### config.mk
export PLATFORM = sky130hd
export DESIGN_NAME = dynamic_priority_scheduler
export DESIGN_NICKNAME = d
export VERILOG_FILES = /design/src/sv/dps_pkg.sv /design/src/sv/dps_wait_unit.sv /design/src/sv/dynamic_priority_scheduler.sv
export SDC_FILE = /design/constraint.sdc
export NUM_CORES = 2
export LEC_CHECK = 0
export BUFFER_PORTS_ARGS = -buffer_cell sky130_fd_sc_hd__buf_4
export CAP_MARGIN = 5
export CORE_MARGIN = 5
export CORE_UTILIZATION = 29
export CTS_CLUSTER_DIAMETER = 50
export DETAILED_ROUTE_END_ITERATION = 8
export GPL_TIMING_DRIVEN = 0
export SETUP_SLACK_MARGIN = 0.4
export SLEW_MARGIN = 20
export SYNTH_ARGS = -nofsm -noshare
export SYNTH_HDL_FRONTEND = slang
export SYNTH_HIERARCHICAL = 1
export SYNTH_SLANG_ARGS = --single-unit
### constraint.sdc
create_clock -name clock -period 30 [get_ports clock]
set_input_delay 3 -clock clock [delete_from_list [all_inputs] [get_ports clock]]
set_output_delay 3 -clock clock [all_outputs]
set_load 0.01 [all_outputs]
### src/sv/dps_pkg.sv
// Shared types and constants of the dynamic priority scheduler.
`default_nettype none

package dps_pkg;

   localparam int ID_W   = 8;
   localparam int RT_W   = 16;
   localparam int PRIO_W = 16;
   localparam int SLOT_W = 4;
   localparam int WAIT_W = 32;

   // request word: proc_id, run_time, prio
   localparam int REQ_W = ID_W + RT_W + PRIO_W;
   // response word: slot, ident, wait_time, runtime_left, prio_now,
   // finished, ran, idle, table_full
   localparam int RSP_W = SLOT_W + ID_W + WAIT_W + RT_W + PRIO_W + 4;

   localparam int RSP_FIN_BIT  = SLOT_W + ID_W + WAIT_W + RT_W + PRIO_W;
   localparam int RSP_RAN_BIT  = RSP_FIN_BIT + 1;
   localparam int RSP_IDLE_BIT = RSP_FIN_BIT + 2;

   localparam logic OP_ADD  = 1'b0;
   localparam logic OP_TICK = 1'b1;

   localparam logic signed [PRIO_W-1:0] PRIO_MIN = {1'b1, {(PRIO_W-1){1'b0}}};

   typedef struct packed {
      logic clear;
      logic valid;
   } dps_acc_ctrl_type;

endpackage

`default_nettype wire

### src/sv/dps_wait_unit.sv
// Shared multiply-accumulate unit for the waiting-time sums.
`default_nettype none

module dps_wait_unit import dps_pkg::*; #(
   parameter int MAX_PROCS = 16
) (
   input  logic                     clock,
   input  logic                     reset,
   input  dps_acc_ctrl_type         ctrl,
   input  logic                     eligible,
   input  logic signed [PRIO_W-1:0] prio_s,
   input  logic signed [PRIO_W-1:0] prio_p,
   input  logic [RT_W-1:0]          rem_s,
   output logic                     busy,
   output logic [WAIT_W-1:0]        wait_sat
);

   localparam int ACC_W = 35 + $clog2(MAX_PROCS);

   logic signed [PRIO_W:0]   diff;
   logic signed [PRIO_W+1:0] fac_a;
   logic signed [PRIO_W+1:0] fac_b;
   logic signed [2*PRIO_W+3:0] prod;
   logic signed [2*PRIO_W+2:0] term_in;
   logic signed [2*PRIO_W+2:0] term_ff;
   logic                       term_v_ff;
   logic signed [ACC_W-1:0]    acc_ff;
   logic signed [ACC_W-1:0]    acc_in;

   // term = (d+1)*rem - d*(d+1)/2 = (d+1)*(2*rem - d)/2, product always even
   always_comb begin
      diff    = {prio_s[PRIO_W-1], prio_s} - {prio_p[PRIO_W-1], prio_p};
      fac_a   = {diff[PRIO_W], diff} + 18'sd1;
      fac_b   = $signed({1'b0, rem_s, 1'b0}) - {diff[PRIO_W], diff};
      prod    = fac_a * fac_b;
      term_in = eligible ? prod[2*PRIO_W+3:1] : '0;
   end

   always_comb begin
      acc_in = acc_ff;
      if (ctrl.clear) begin
         acc_in = '0;
      end else if (term_v_ff) begin
         acc_in = acc_ff + {{(ACC_W-(2*PRIO_W+3)){term_ff[2*PRIO_W+2]}}, term_ff};
      end
   end

   always_ff @(posedge clock) begin
      if (reset) begin
         term_v_ff <= 1'b0;
         acc_ff    <= '0;
      end else begin
         term_v_ff <= ctrl.valid && !ctrl.clear;
         acc_ff    <= acc_in;
      end
      term_ff <= term_in;
   end

   always_comb begin
      busy = term_v_ff;
      if (acc_ff[ACC_W-1]) begin
         wait_sat = '0;
      end else if (|acc_ff[ACC_W-2:WAIT_W]) begin
         wait_sat = '1;
      end else begin
         wait_sat = acc_ff[WAIT_W-1:0];
      end
   end

endmodule

`default_nettype wire

### src/sv/dynamic_priority_scheduler.sv
// Top level of the dynamic priority scheduler: sequencer, entry stores, output register.
//
// An add word (tuser = 0) stores a process in the next free slot, or flags table_full
// when the table is full, and returns one acknowledgement word on the next cycle. A tick
// word (tuser = 1) computes each entry's waiting time by sweeping every pair of entries
// through one shared multiplier, picks the best live entry and runs it if it has runtime
// left, then returns one word per entry, newest first, tlast on the slot 0 word; on an
// empty table it returns one idle word. The length of a tick is set by the pair sweep
// (one pair per cycle plus a setup and drain per entry) and by the report, in which each
// word first reads the entry store and then loads the output register. req_tready is low
// while a word is at work or a response is still waiting to be taken.
`default_nettype none

module dynamic_priority_scheduler import dps_pkg::*; #(
   parameter int MAX_PROCS = 16
) (
   input  logic             clock,
   input  logic             reset,
   input  logic             req_tvalid,
   output logic             req_tready,
   input  logic [REQ_W-1:0] req_tdata,  // proc_id, run_time, prio
   input  logic             req_tuser,  // op
   output logic             rsp_tvalid,
   input  logic             rsp_tready,
   output logic [RSP_W-1:0] rsp_tdata,  // slot, ident, wait_time, runtime_left,
                                        // prio_now, finished, ran, idle, table_full
   output logic             rsp_tuser,  // entry_valid
   output logic             rsp_tlast
);

   localparam int IDX_W = $clog2(MAX_PROCS);
   localparam int CNT_W = $clog2(MAX_PROCS + 1);

   localparam logic [3:0] ST_IDLE  = 4'd0;
   localparam logic [3:0] ST_PRD   = 4'd1;
   localparam logic [3:0] ST_PCAP  = 4'd2;
   localparam logic [3:0] ST_PAIR  = 4'd3;
   localparam logic [3:0] ST_WWR   = 4'd4;
   localparam logic [3:0] ST_RUNRD = 4'd5;
   localparam logic [3:0] ST_RUNWR = 4'd6;
   localparam logic [3:0] ST_RPRD  = 4'd7;
   localparam logic [3:0] ST_RPOUT = 4'd8;

   function automatic logic [RSP_W-1:0] rsp_word(
      input logic [SLOT_W-1:0]        slot,
      input logic [ID_W-1:0]          ident,
      input logic [WAIT_W-1:0]        wt,
      input logic [RT_W-1:0]          rt,
      input logic signed [PRIO_W-1:0] pr,
      input logic                     fin,
      input logic                     ran,
      input logic                     idle,
      input logic                     full
   );
      rsp_word = {full, idle, ran, fin, pr, rt, wt, ident, slot};
   endfunction

   // request fields
   logic [ID_W-1:0]          req_id;
   logic [RT_W-1:0]          req_rt;
   logic signed [PRIO_W-1:0] req_prio;

   // sequencer state
   logic [3:0]               st_ff, st_in;
   logic [CNT_W-1:0]         cnt_ff, cnt_in;
   logic [CNT_W-1:0]         p_ff, p_in;
   logic [CNT_W-1:0]         s_ff, s_in;
   logic [IDX_W-1:0]         s1_ff;
   logic                     v1_ff;
   logic [IDX_W-1:0]         e_ff, e_in;
   logic [IDX_W-1:0]         pick_ff, pick_in;
   logic                     found_ff, found_in;
   logic signed [PRIO_W-1:0] best_ff, best_in;
   logic signed [PRIO_W-1:0] prio_p_ff, prio_p_in;
   logic                     idle_ff, idle_in;
   logic [MAX_PROCS-1:0]     ended_ff, ended_in;

   // output register
   logic [RSP_W-1:0]         rsp_tdata_ff;
   logic                     rsp_tuser_ff, rsp_tlast_ff, rsp_tvalid_ff;
   logic                     out_load;
   logic [RSP_W-1:0]         out_data;
   logic                     out_user, out_last;

   // entry stores
   logic [ID_W-1:0]          ids_mem  [MAX_PROCS];
   logic [RT_W-1:0]          rem_mem  [MAX_PROCS];
   logic signed [PRIO_W-1:0] prio_mem [MAX_PROCS];
   logic [WAIT_W-1:0]        wait_mem [MAX_PROCS];
   logic [ID_W-1:0]          ids_rd_ff;
   logic [RT_W-1:0]          rem_rd_ff;
   logic signed [PRIO_W-1:0] prio_rd_ff;
   logic [WAIT_W-1:0]        wait_rd_ff;
   logic [IDX_W-1:0]         rd_addr;
   logic                     add_we, ent_we, wait_we;
   logic [IDX_W-1:0]         ent_waddr;
   logic [RT_W-1:0]          rem_wdata;
   logic signed [PRIO_W-1:0] prio_wdata;
   logic [WAIT_W-1:0]        wait_wdata;

   logic                     req_fire, out_free, issue, run_idle;
   logic [CNT_W-1:0]         p_next;
   dps_acc_ctrl_type         acc_ctrl;
   logic                     acc_busy, eligible;
   logic [WAIT_W-1:0]        wait_sat;

   assign req_id   = req_tdata[ID_W-1:0];
   assign req_rt   = req_tdata[ID_W+RT_W-1:ID_W];
   assign req_prio = req_tdata[REQ_W-1:ID_W+RT_W];

   assign req_tready = (st_ff == ST_IDLE) && !rsp_tvalid_ff;
   assign req_fire   = req_tvalid && req_tready;
   assign out_free   = !rsp_tvalid_ff || rsp_tready;
   assign issue      = (st_ff == ST_PAIR) && (s_ff < cnt_ff);
   assign p_next     = p_ff + CNT_W'(1);
   assign run_idle   = !found_ff || (rem_rd_ff == '0);

   assign eligible = (s1_ff != p_ff[IDX_W-1:0]) && !ended_ff[s1_ff]
                     && (prio_rd_ff >= prio_p_ff);
   assign acc_ctrl.clear = (st_ff == ST_PCAP);
   assign acc_ctrl.valid = v1_ff;

   dps_wait_unit #(
      .MAX_PROCS (MAX_PROCS)
   ) u_wait (
      .clock    (clock),
      .reset    (reset),
      .ctrl     (acc_ctrl),
      .eligible (eligible),
      .prio_s   (prio_rd_ff),
      .prio_p   (prio_p_ff),
      .rem_s    (rem_rd_ff),
      .busy     (acc_busy),
      .wait_sat (wait_sat)
   );

   always_comb begin
      unique case (st_ff)
         ST_PRD:            rd_addr = p_ff[IDX_W-1:0];
         ST_PAIR:           rd_addr = s_ff[IDX_W-1:0];
         ST_RUNRD:          rd_addr = pick_ff;
         ST_RPRD, ST_RPOUT: rd_addr = e_ff;
         default:           rd_addr = p_ff[IDX_W-1:0];
      endcase
   end

   always_comb begin
      st_in      = st_ff;
      cnt_in     = cnt_ff;
      p_in       = p_ff;
      s_in       = s_ff;
      e_in       = e_ff;
      pick_in    = pick_ff;
      found_in   = found_ff;
      best_in    = best_ff;
      prio_p_in  = prio_p_ff;
      idle_in    = idle_ff;
      ended_in   = ended_ff;
      out_load   = 1'b0;
      out_data   = '0;
      out_user   = 1'b0;
      out_last   = 1'b0;
      add_we     = 1'b0;
      ent_we     = 1'b0;
      ent_waddr  = cnt_ff[IDX_W-1:0];
      rem_wdata  = req_rt;
      prio_wdata = req_prio;
      wait_we    = 1'b0;
      wait_wdata = ended_ff[p_ff[IDX_W-1:0]] ? '0 : wait_sat;

      unique case (st_ff)
         ST_IDLE: begin
            if (req_fire) begin
               out_load = 1'b1;
               out_last = 1'b1;
               if (req_tuser == OP_ADD) begin
                  if (cnt_ff == CNT_W'(MAX_PROCS)) begin
                     out_data = rsp_word('0, req_id, '0, '0, '0, 1'b0, 1'b0, 1'b0, 1'b1);
                  end else begin
                     add_we   = 1'b1;
                     ent_we   = 1'b1;
                     ended_in[cnt_ff[IDX_W-1:0]] = 1'b0;
                     cnt_in   = cnt_ff + CNT_W'(1);
                     out_data = rsp_word(SLOT_W'(cnt_ff), req_id, '0, req_rt, req_prio,
                                         1'b0, 1'b0, 1'b0, 1'b0);
                  end
               end else if (cnt_ff == '0) begin
                  out_data = rsp_word('0, '0, '0, '0, '0, 1'b0, 1'b0, 1'b1, 1'b0);
               end else begin
                  out_load = 1'b0;
                  p_in     = '0;
                  found_in = 1'b0;
                  st_in    = ST_PRD;
               end
            end
         end
         ST_PRD: begin
            st_in = ST_PCAP;
         end
         ST_PCAP: begin
            prio_p_in = prio_rd_ff;
            s_in      = '0;
            if (!ended_ff[p_ff[IDX_W-1:0]] && (!found_ff || prio_rd_ff > best_ff)) begin
               pick_in  = p_ff[IDX_W-1:0];
               best_in  = prio_rd_ff;
               found_in = 1'b1;
            end
            st_in = ST_PAIR;
         end
         ST_PAIR: begin
            if (issue) begin
               s_in = s_ff + CNT_W'(1);
            end else if (!v1_ff && !acc_busy) begin
               st_in = ST_WWR;
            end
         end
         ST_WWR: begin
            wait_we = 1'b1;
            p_in    = p_next;
            st_in   = (p_next == cnt_ff) ? ST_RUNRD : ST_PRD;
         end
         ST_RUNRD: begin
            st_in = ST_RUNWR;
         end
         ST_RUNWR: begin
            idle_in    = run_idle;
            ent_we     = !run_idle;
            ent_waddr  = pick_ff;
            rem_wdata  = rem_rd_ff - RT_W'(1);
            prio_wdata = (prio_rd_ff == PRIO_MIN) ? prio_rd_ff : prio_rd_ff - PRIO_W'(1);
            e_in       = IDX_W'(cnt_ff - CNT_W'(1));
            st_in      = ST_RPRD;
         end
         ST_RPRD: begin
            st_in = ST_RPOUT;
         end
         ST_RPOUT: begin
            if (out_free) begin
               out_load = 1'b1;
               out_user = 1'b1;
               out_last = (e_ff == '0);
               out_data = rsp_word(SLOT_W'(e_ff), ids_rd_ff, wait_rd_ff, rem_rd_ff,
                                   prio_rd_ff, ended_ff[e_ff],
                                   !idle_ff && (e_ff == pick_ff), idle_ff, 1'b0);
               // finished marking is safe per word: later words never read this bit
               if (rem_rd_ff == '0) begin
                  ended_in[e_ff] = 1'b1;
               end
               if (e_ff == '0) begin
                  st_in = ST_IDLE;
               end else begin
                  e_in  = e_ff - IDX_W'(1);
                  st_in = ST_RPRD;
               end
            end
         end
         default: begin
            st_in = ST_IDLE;
         end
      endcase
   end

   always_ff @(posedge clock) begin
      if (reset) begin
         st_ff    <= ST_IDLE;
         cnt_ff   <= '0;
         ended_ff <= '0;
         v1_ff    <= 1'b0;
         found_ff <= 1'b0;
         idle_ff  <= 1'b0;
         p_ff     <= '0;
         s_ff     <= '0;
         e_ff     <= '0;
         pick_ff  <= '0;
      end else begin
         st_ff    <= st_in;
         cnt_ff   <= cnt_in;
         ended_ff <= ended_in;
         v1_ff    <= issue;
         found_ff <= found_in;
         idle_ff  <= idle_in;
         p_ff     <= p_in;
         s_ff     <= s_in;
         e_ff     <= e_in;
         pick_ff  <= pick_in;
      end
      s1_ff     <= s_ff[IDX_W-1:0];
      best_ff   <= best_in;
      prio_p_ff <= prio_p_in;
   end

   always_ff @(posedge clock) begin
      if (add_we) begin
         ids_mem[cnt_ff[IDX_W-1:0]] <= req_id;
      end
      if (ent_we) begin
         rem_mem[ent_waddr]  <= rem_wdata;
         prio_mem[ent_waddr] <= prio_wdata;
      end
      if (wait_we) begin
         wait_mem[p_ff[IDX_W-1:0]] <= wait_wdata;
      end
      ids_rd_ff  <= ids_mem[rd_addr];
      rem_rd_ff  <= rem_mem[rd_addr];
      prio_rd_ff <= prio_mem[rd_addr];
      wait_rd_ff <= wait_mem[rd_addr];
   end

   always_ff @(posedge clock) begin
      if (reset) begin
         rsp_tvalid_ff <= 1'b0;
      end else if (out_load) begin
         rsp_tvalid_ff <= 1'b1;
      end else if (rsp_tready) begin
         rsp_tvalid_ff <= 1'b0;
      end
      if (out_load) begin
         rsp_tdata_ff <= out_data;
         rsp_tuser_ff <= out_user;
         rsp_tlast_ff <= out_last;
      end
   end

   assign rsp_tvalid = rsp_tvalid_ff;
   assign rsp_tdata  = rsp_tdata_ff;
   assign rsp_tuser  = rsp_tuser_ff;
   assign rsp_tlast  = rsp_tlast_ff;

   a_cnt_bound: assert property (@(posedge clock) disable iff (reset)
      cnt_ff <= CNT_W'(MAX_PROCS))
      else $error("entry count beyond table size");

   a_tick_start: assert property (@(posedge clock) disable iff (reset)
      (req_fire && req_tuser == OP_TICK && cnt_ff != '0) |=> st_ff == ST_PRD)
      else $error("tick did not start the wait sweep");

   a_report_end: assert property (@(posedge clock) disable iff (reset)
      (st_ff == ST_RPOUT && out_free && e_ff == '0)
      |=> (rsp_tvalid_ff && rsp_tlast_ff && st_ff == ST_IDLE))
      else $error("slot 0 report not closing the tick");

   a_ran_not_idle: assert property (@(posedge clock) disable iff (reset)
      (rsp_tvalid_ff && rsp_tdata_ff[RSP_RAN_BIT]) |-> !rsp_tdata_ff[RSP_IDLE_BIT])
      else $error("entry reported as run on an idle tick");

endmodule

`default_nettype wire

Word-level counts from Yosys, hierarchy flattened
Memory sizes are Yosys's and may differ from the RTL's. A register that Yosys moved wholly into a read port is not among the register bits.
Cells that the tools add are included.
- bits in registers: 240
- RAM bits: 1152
- input bits: 45
- output and inout port bits: 84
- logic and storage cells: 194
- memories: 4
- add/subtract/negate cells: 11
- $mul: 1
- $lt $le $gt $ge: 9
- eq/ne operators: 25
- muxes and demuxes: 75
- bitwise operators: 5
- reductions and logical operators: 44
- memory list (memory ; depth ; width ; read ports ; clocked after memory_dff ; wr ports ; RTL line ; source):
    wait_mem ; 16 ; 32 ; 1 ; 1 ; 1 ; dynamic_priority_scheduler.sv:89 ; logic [WAIT_W-1:0] wait_mem [MAX_PROCS];
    prio_mem ; 16 ; 16 ; 1 ; 1 ; 1 ; dynamic_priority_scheduler.sv:88 ; logic signed [PRIO_W-1:0] prio_mem [MAX_PROCS];
    rem_mem ; 16 ; 16 ; 1 ; 1 ; 1 ; dynamic_priority_scheduler.sv:87 ; logic [RT_W-1:0] rem_mem [MAX_PROCS];
    ids_mem ; 16 ; 8 ; 1 ; 1 ; 1 ; dynamic_priority_scheduler.sv:86 ; logic [ID_W-1:0] ids_mem [MAX_PROCS];
- operators with widths (kind ; number):
    80-bit two-way mux ; 3
    80-bit one-hot mux with 2 select lines ; 1
    79-bit two-way mux ; 2
    16-bit two-way mux ; 8
    32-bit two-way mux ; 3
    39-bit adder ; 1
    18-bit by 18-bit multiplier with 36-bit output ; 1
    4-bit two-way mux ; 9
    4-bit one-hot mux with 9 select lines ; 1
    16-bit one-hot mux with 2 select lines ; 1
    1-bit two-way mux ; 28
    2-bit != test (second input constant) ; 11
    4-bit by 5-bit < comparator with 1-bit output (second input constant) ; 4
    5-bit two-way mux ; 4
    5-bit one-hot mux with 2 select lines ; 2
    17-bit by 2-bit adder with 18-bit output (second input constant) ; 1
    17-bit by 18-bit subtractor with 18-bit output ; 1
    16-bit by 16-bit subtractor with 17-bit output ; 1
    16-bit bitwise AND ; 1
    16-bit == test (second input constant) ; 1
    4-bit by 3-bit == test with 1-bit output (second input constant) ; 4
    16-bit greater-or-equal comparator ; 1
    16-bit greater-than comparator ; 1
    16-bit zero test ; 1
    36 further kinds ; 79

Longest topological paths before layout
- word-level depth: 10
- gate-level depth with buffers: 42
- depth with buffers taken out: 41

Cells and area by module
The synthesis kept the hierarchy.
- by module, submodules not included (module ; instances ; cells an instance ; area each (sq um) ; sequential area each (sq um)):
    dynamic_priority_scheduler ; 1 ; 3286 ; 54676.2 ; 40478.8
    dps_wait_unit ; 1 ; 2172 ; 18460.2 ; 1501.4

Worst setup path after synthesis
No wires, ideal clock.
- kind: reg-to-reg
- start point: register prio_rd_ff[0], read port of prio_mem
- end point: register u_wait.term_ff[26]
- library setup time: 0.072 ns
- data arrival time: 9.766 ns
- data required time: 29.928 ns
- path slack: 20.162 ns
- stages on the path, launching flop included: 39
- path buffers: 1
- clock period less this slack: 9.838 ns
- cells stage by stage: dfxtp_1 > inv_1 > ha_1 > fa_1 > nor2b_1 > o21ai_1 > a211oi_1 > o211a_1 > nor2_1 > xnor2_2 > inv_1 > ha_1 > a21o_1 > a21oi_1 > nand2_1 > a211o_1 > a31oi_1 > o21ai_0 > [3 not listed] > fa_1 > fa_1 > fa_1 > fa_1 > fa_1 > inv_1 > fa_1 > inv_1 > ha_1 > a21o_1 > a21o_1 > a21o_1 > a21oi_1 > o311ai_0 > a311oi_1 > o21bai_1 > o21ai_0 > mux2i_1
- cells in the longest elaborated chain, start to end: 3
- elaborated cells on any way between the ends: 6
- those cells by class: add/sub (3); mul (1); order compare (1); reduce/logical (1)
- RTL lines (what ; RTL line ; source):
    from (decl) ; dynamic_priority_scheduler.sv:92 ; logic signed [PRIO_W-1:0] prio_rd_ff;
    16-bit by 16-bit subtractor with 17-bit output ; dps_wait_unit.sv:32 ; diff = {prio_s[PRIO_W-1], prio_s} - {prio_p[PRIO_W-1], prio_p};
    17-bit by 18-bit subtractor with 18-bit output / 17-bit by 2-bit adder with 18-bit output (equally long branches) ; dps_wait_unit.sv:34, dps_wait_unit.sv:33 ;
    18-bit by 18-bit multiplier with 36-bit output ; dps_wait_unit.sv:35 ; prod = fac_a * fac_b;
    to (signal assigned) ; dps_wait_unit.sv:56 ; term_ff <= term_in;
    to (decl) ; dps_wait_unit.sv:25 ; logic signed [2*PRIO_W+2:0] term_ff;
Several ways; a longest one is shown, not always the timed one.
A chain may end at the register's enable or synchronous reset.

Worst setup path after layout
Ends and elaborated chain as after synthesis.

==> flow_metrics.tcl <==
set metrics [dict create \
    run_status "completed" \
    hold_class "reg2reg" \
    clk_pin_slew_worst_paths_ps 60 \
    cts-root-buf "clkbuf_16" \
    path_class "reg2reg" \
    setup_tns_ps 0 \
    endpoint "u_wait/term_ff[26]" \
    cp_slowest_cell "xnor2_1" \
    worst-path-max-fanout 10 \
    clock_skew_ps 45.5 \
    worstSetupStartpointType "register" \
    synth_area_per_cell_sq_um 13.4 \
    cts.sinks 1464 \
    pre_cts_slack_ps 18170 \
    synth_nets 6049 \
    dpl.hpwl_um 160000 \
    path_buf_inv 5 \
    cp_common_cell "fa_1" \
    rows 184 \
    die_area_sq_mm 0.262 \
    timing.hold.ws_ps 470 \
    io_pins 129 \
    clockBufferDepth 3 \
    seq_area_frac_synth 0.574 \
    ys_seq_elements 1464 \
    die_h_um 512 \
    grt_start_max_net_pins 47 \
    grt_pass1_vias 46600 \
    yosysWarnings 6 \
    slew_headroom 0.202 \
    h-tree-depth 4 \
    fp.dieW_um 512 \
    wl_per_cell_um 23.6 \
    worst_pin_slew_ps 1200 \
    grt_usage 0.162 \
    antenna_found_initial 13 \
    numCtsBuffers 155 \
    num_vias 46500 \
    nets 6412 \
    cp_num_cells 38 \
    async_reset_ff_frac 0 \
    ys.flop_type "edfxtp_1" \
    layout-drive-gt1-share 0.119 \
    mappedNetlistArea_sq_mm 0.0731 \
    netlist_instances 5458 \
    hold_buffers 0 \
    drc 0 \
    rr_startpoint "prio_rd_ff[0]" \
    rsz0062_at_grt "false" \
    gp_congestion 0.886 \
    min_period_ps 11920 \
    cts_setup_buffers 0 \
    setup_viol 0 \
    cts_tree "done" \
    start_util 0.291 \
    critPathCaptureType "register" \
    synth_cell_type_count 97 \
    crit_start "prio_rd_ff[0]" \
    core_area_sq_mm 0.251 \
    synth-edff-count 1266 \
    drv_cap 0 \
    grt_pass1_wl_um 318000 \
    clk_latency_ps 800 \
    period_share 0.397 \
    timing.fmax_ghz 0.0839 \
    timing.reg2reg.setup_slack_ps 18080 \
    hold_viol 0 \
    area_growth_pct 16.6 \
    r2r-end "u_wait/term_ff[26]" \
    crit_family "adder cells" \
    portBuffers 128 \
    maxSlewViolCount 0 \
    whs_path_depth 0 \
    r2r_cells 38 \
    routed_wl_um 220000 \
    ctsResizeCount 0 \
    worst_ep_required_time_ps 30680 \
    grt.overflow.total 0 \
    drtIter0Drc 4279 \
    arrival_ps 12600 \
    ant_nets 0 \
    dr.pass1.iters 6 \
    setup_ws_ps 18080 \
    critPathMaxStageDelay_ps 780 \
    via_per_inst 4.99 \
]
-- through the flow --
step | cell area, sq um | cells | util
3_5_place_dp | 80000 | 9012 | 0.319
6_report | 85300 | 9309 | 0.340
3_3_place_gp | 78300 | 8934 | 0.312
2_1_floorplan | 73100 | 5458 | -
5_1_grt | 85300 | 9302 | 0.340
4_1_cts | 85200 | 9301 | 0.339
-- layout make-up --
cell class / instances / area, sq um
Antenna cell: 8 / 20.0
Buffer: 238 / 1180
Clock buffer: 206 / 4290
Clock inverter: 83 / 910
Fill cell: 24400 / 166000
Inverter: 484 / 1820
Multi-Input combinational cell: 3272 / 28600
Sequential cell: 1464 / 42000
Tap cell: 3348 / 4190
Timing Repair Buffer: 206 / 2370
-- per-layer routing --
metal | wire, um | GRT usage | share of wire
met1 | 94500 | 0.225 | 0.43
met2 | 100000 | 0.256 | 0.45
met3 | 18800 | 0.0343 | 0.086
met4 | 6520 | 0.0476 | 0.030
met5 | 40 | 0 | 0.00018
-- cells in the final DEF, fill, tap and decap left out, drive strengths merged, types with 66 or more instances in the layout --
| cell type | n |
|---|---|
| dfxtp | 198 |
| inv | 491 |
| nor2 | 343 |
| nor2b | 68 |
| o21ai | 122 |
| xnor2 | 115 |
| or4 | 78 |
| clkbuf | 304 |
| buf | 346 |
| fa | 332 |
| edfxtp | 1266 |
| nand2 | 283 |
| a21oi | 133 |
| ha | 214 |
| nand2b | 66 |
| mux2i | 616 |
| o22ai | 290 |
-- sequential cells by signal (all words and copies together) (netlist names), 16 cells and up --
signal,flops
u_wait/acc_ff,39
prio_p_ff,16
u_wait/term_ff,35
wait_rd_ff,32
best_ff,16
rsp_tdata,80
ids_mem,128
prio_mem,256
wait_mem,512
ended_ff,16
rem_mem,256
rem_rd_ff,16
prio_rd_ff,16
-- synthesized netlist by cell type, types with 19 or more instances --
cell type | count | area (sq um)
a21o_1 | 39 | 293
clkbuf_1 | 98 | 368
or4_1 | 77 | 578
xor2_1 | 37 | 324
a22o_1 | 43 | 377
o21a_1 | 21 | 158
buf_2 | 105 | 526
and2_1 | 49 | 307
fa_1 | 332 | 6650
nand3_1 | 43 | 215
o21bai_1 | 20 | 150
a21oi_1 | 129 | 646
and3_1 | 48 | 300
nand4_1 | 19 | 119
nand2b_1 | 66 | 413
o21ai_0 | 116 | 581
mux2i_1 | 616 | 6170
dfxtp_1 | 198 | 3960
inv_1 | 480 | 1800
a211oi_1 | 22 | 165
ha_1 | 214 | 2680
edfxtp_1 | 1266 | 38000
nand2_1 | 276 | 1040
o22ai_1 | 290 | 1810
nor2_1 | 343 | 1290
or3_1 | 21 | 131
xnor2_1 | 111 | 972
a31oi_1 | 21 | 131
nor2b_1 | 66 | 413
nor3_1 | 51 | 255
-- cells by family after synthesis --
group | Yosys count | share of synthesized area
buf+inv | 722 | 0.0409
mux | 632 | 0.0891
simple gates | 1144 | 0.0794
compound gates | 798 | 0.0705
flops | 1464 | 0.574
xor+xnor | 152 | 0.0186
fa+ha+maj | 546 | 0.127
-- worst min path at each step --
stage,from,endpoint,slack [ps]
after floorplan,s_ff[3],s1_ff[3],390
after global placement,s_ff[3],s1_ff[3],450
after detailed placement,s_ff[1],s1_ff[1],450
after CTS,s_ff[1],s1_ff[1],460
after global routing,s_ff[3],s1_ff[3],470
final,s_ff[1],s1_ff[1],470
Power is not shown: default switching activity piles up to over one toggle a cycle in this logic, so the estimate is an artifact.
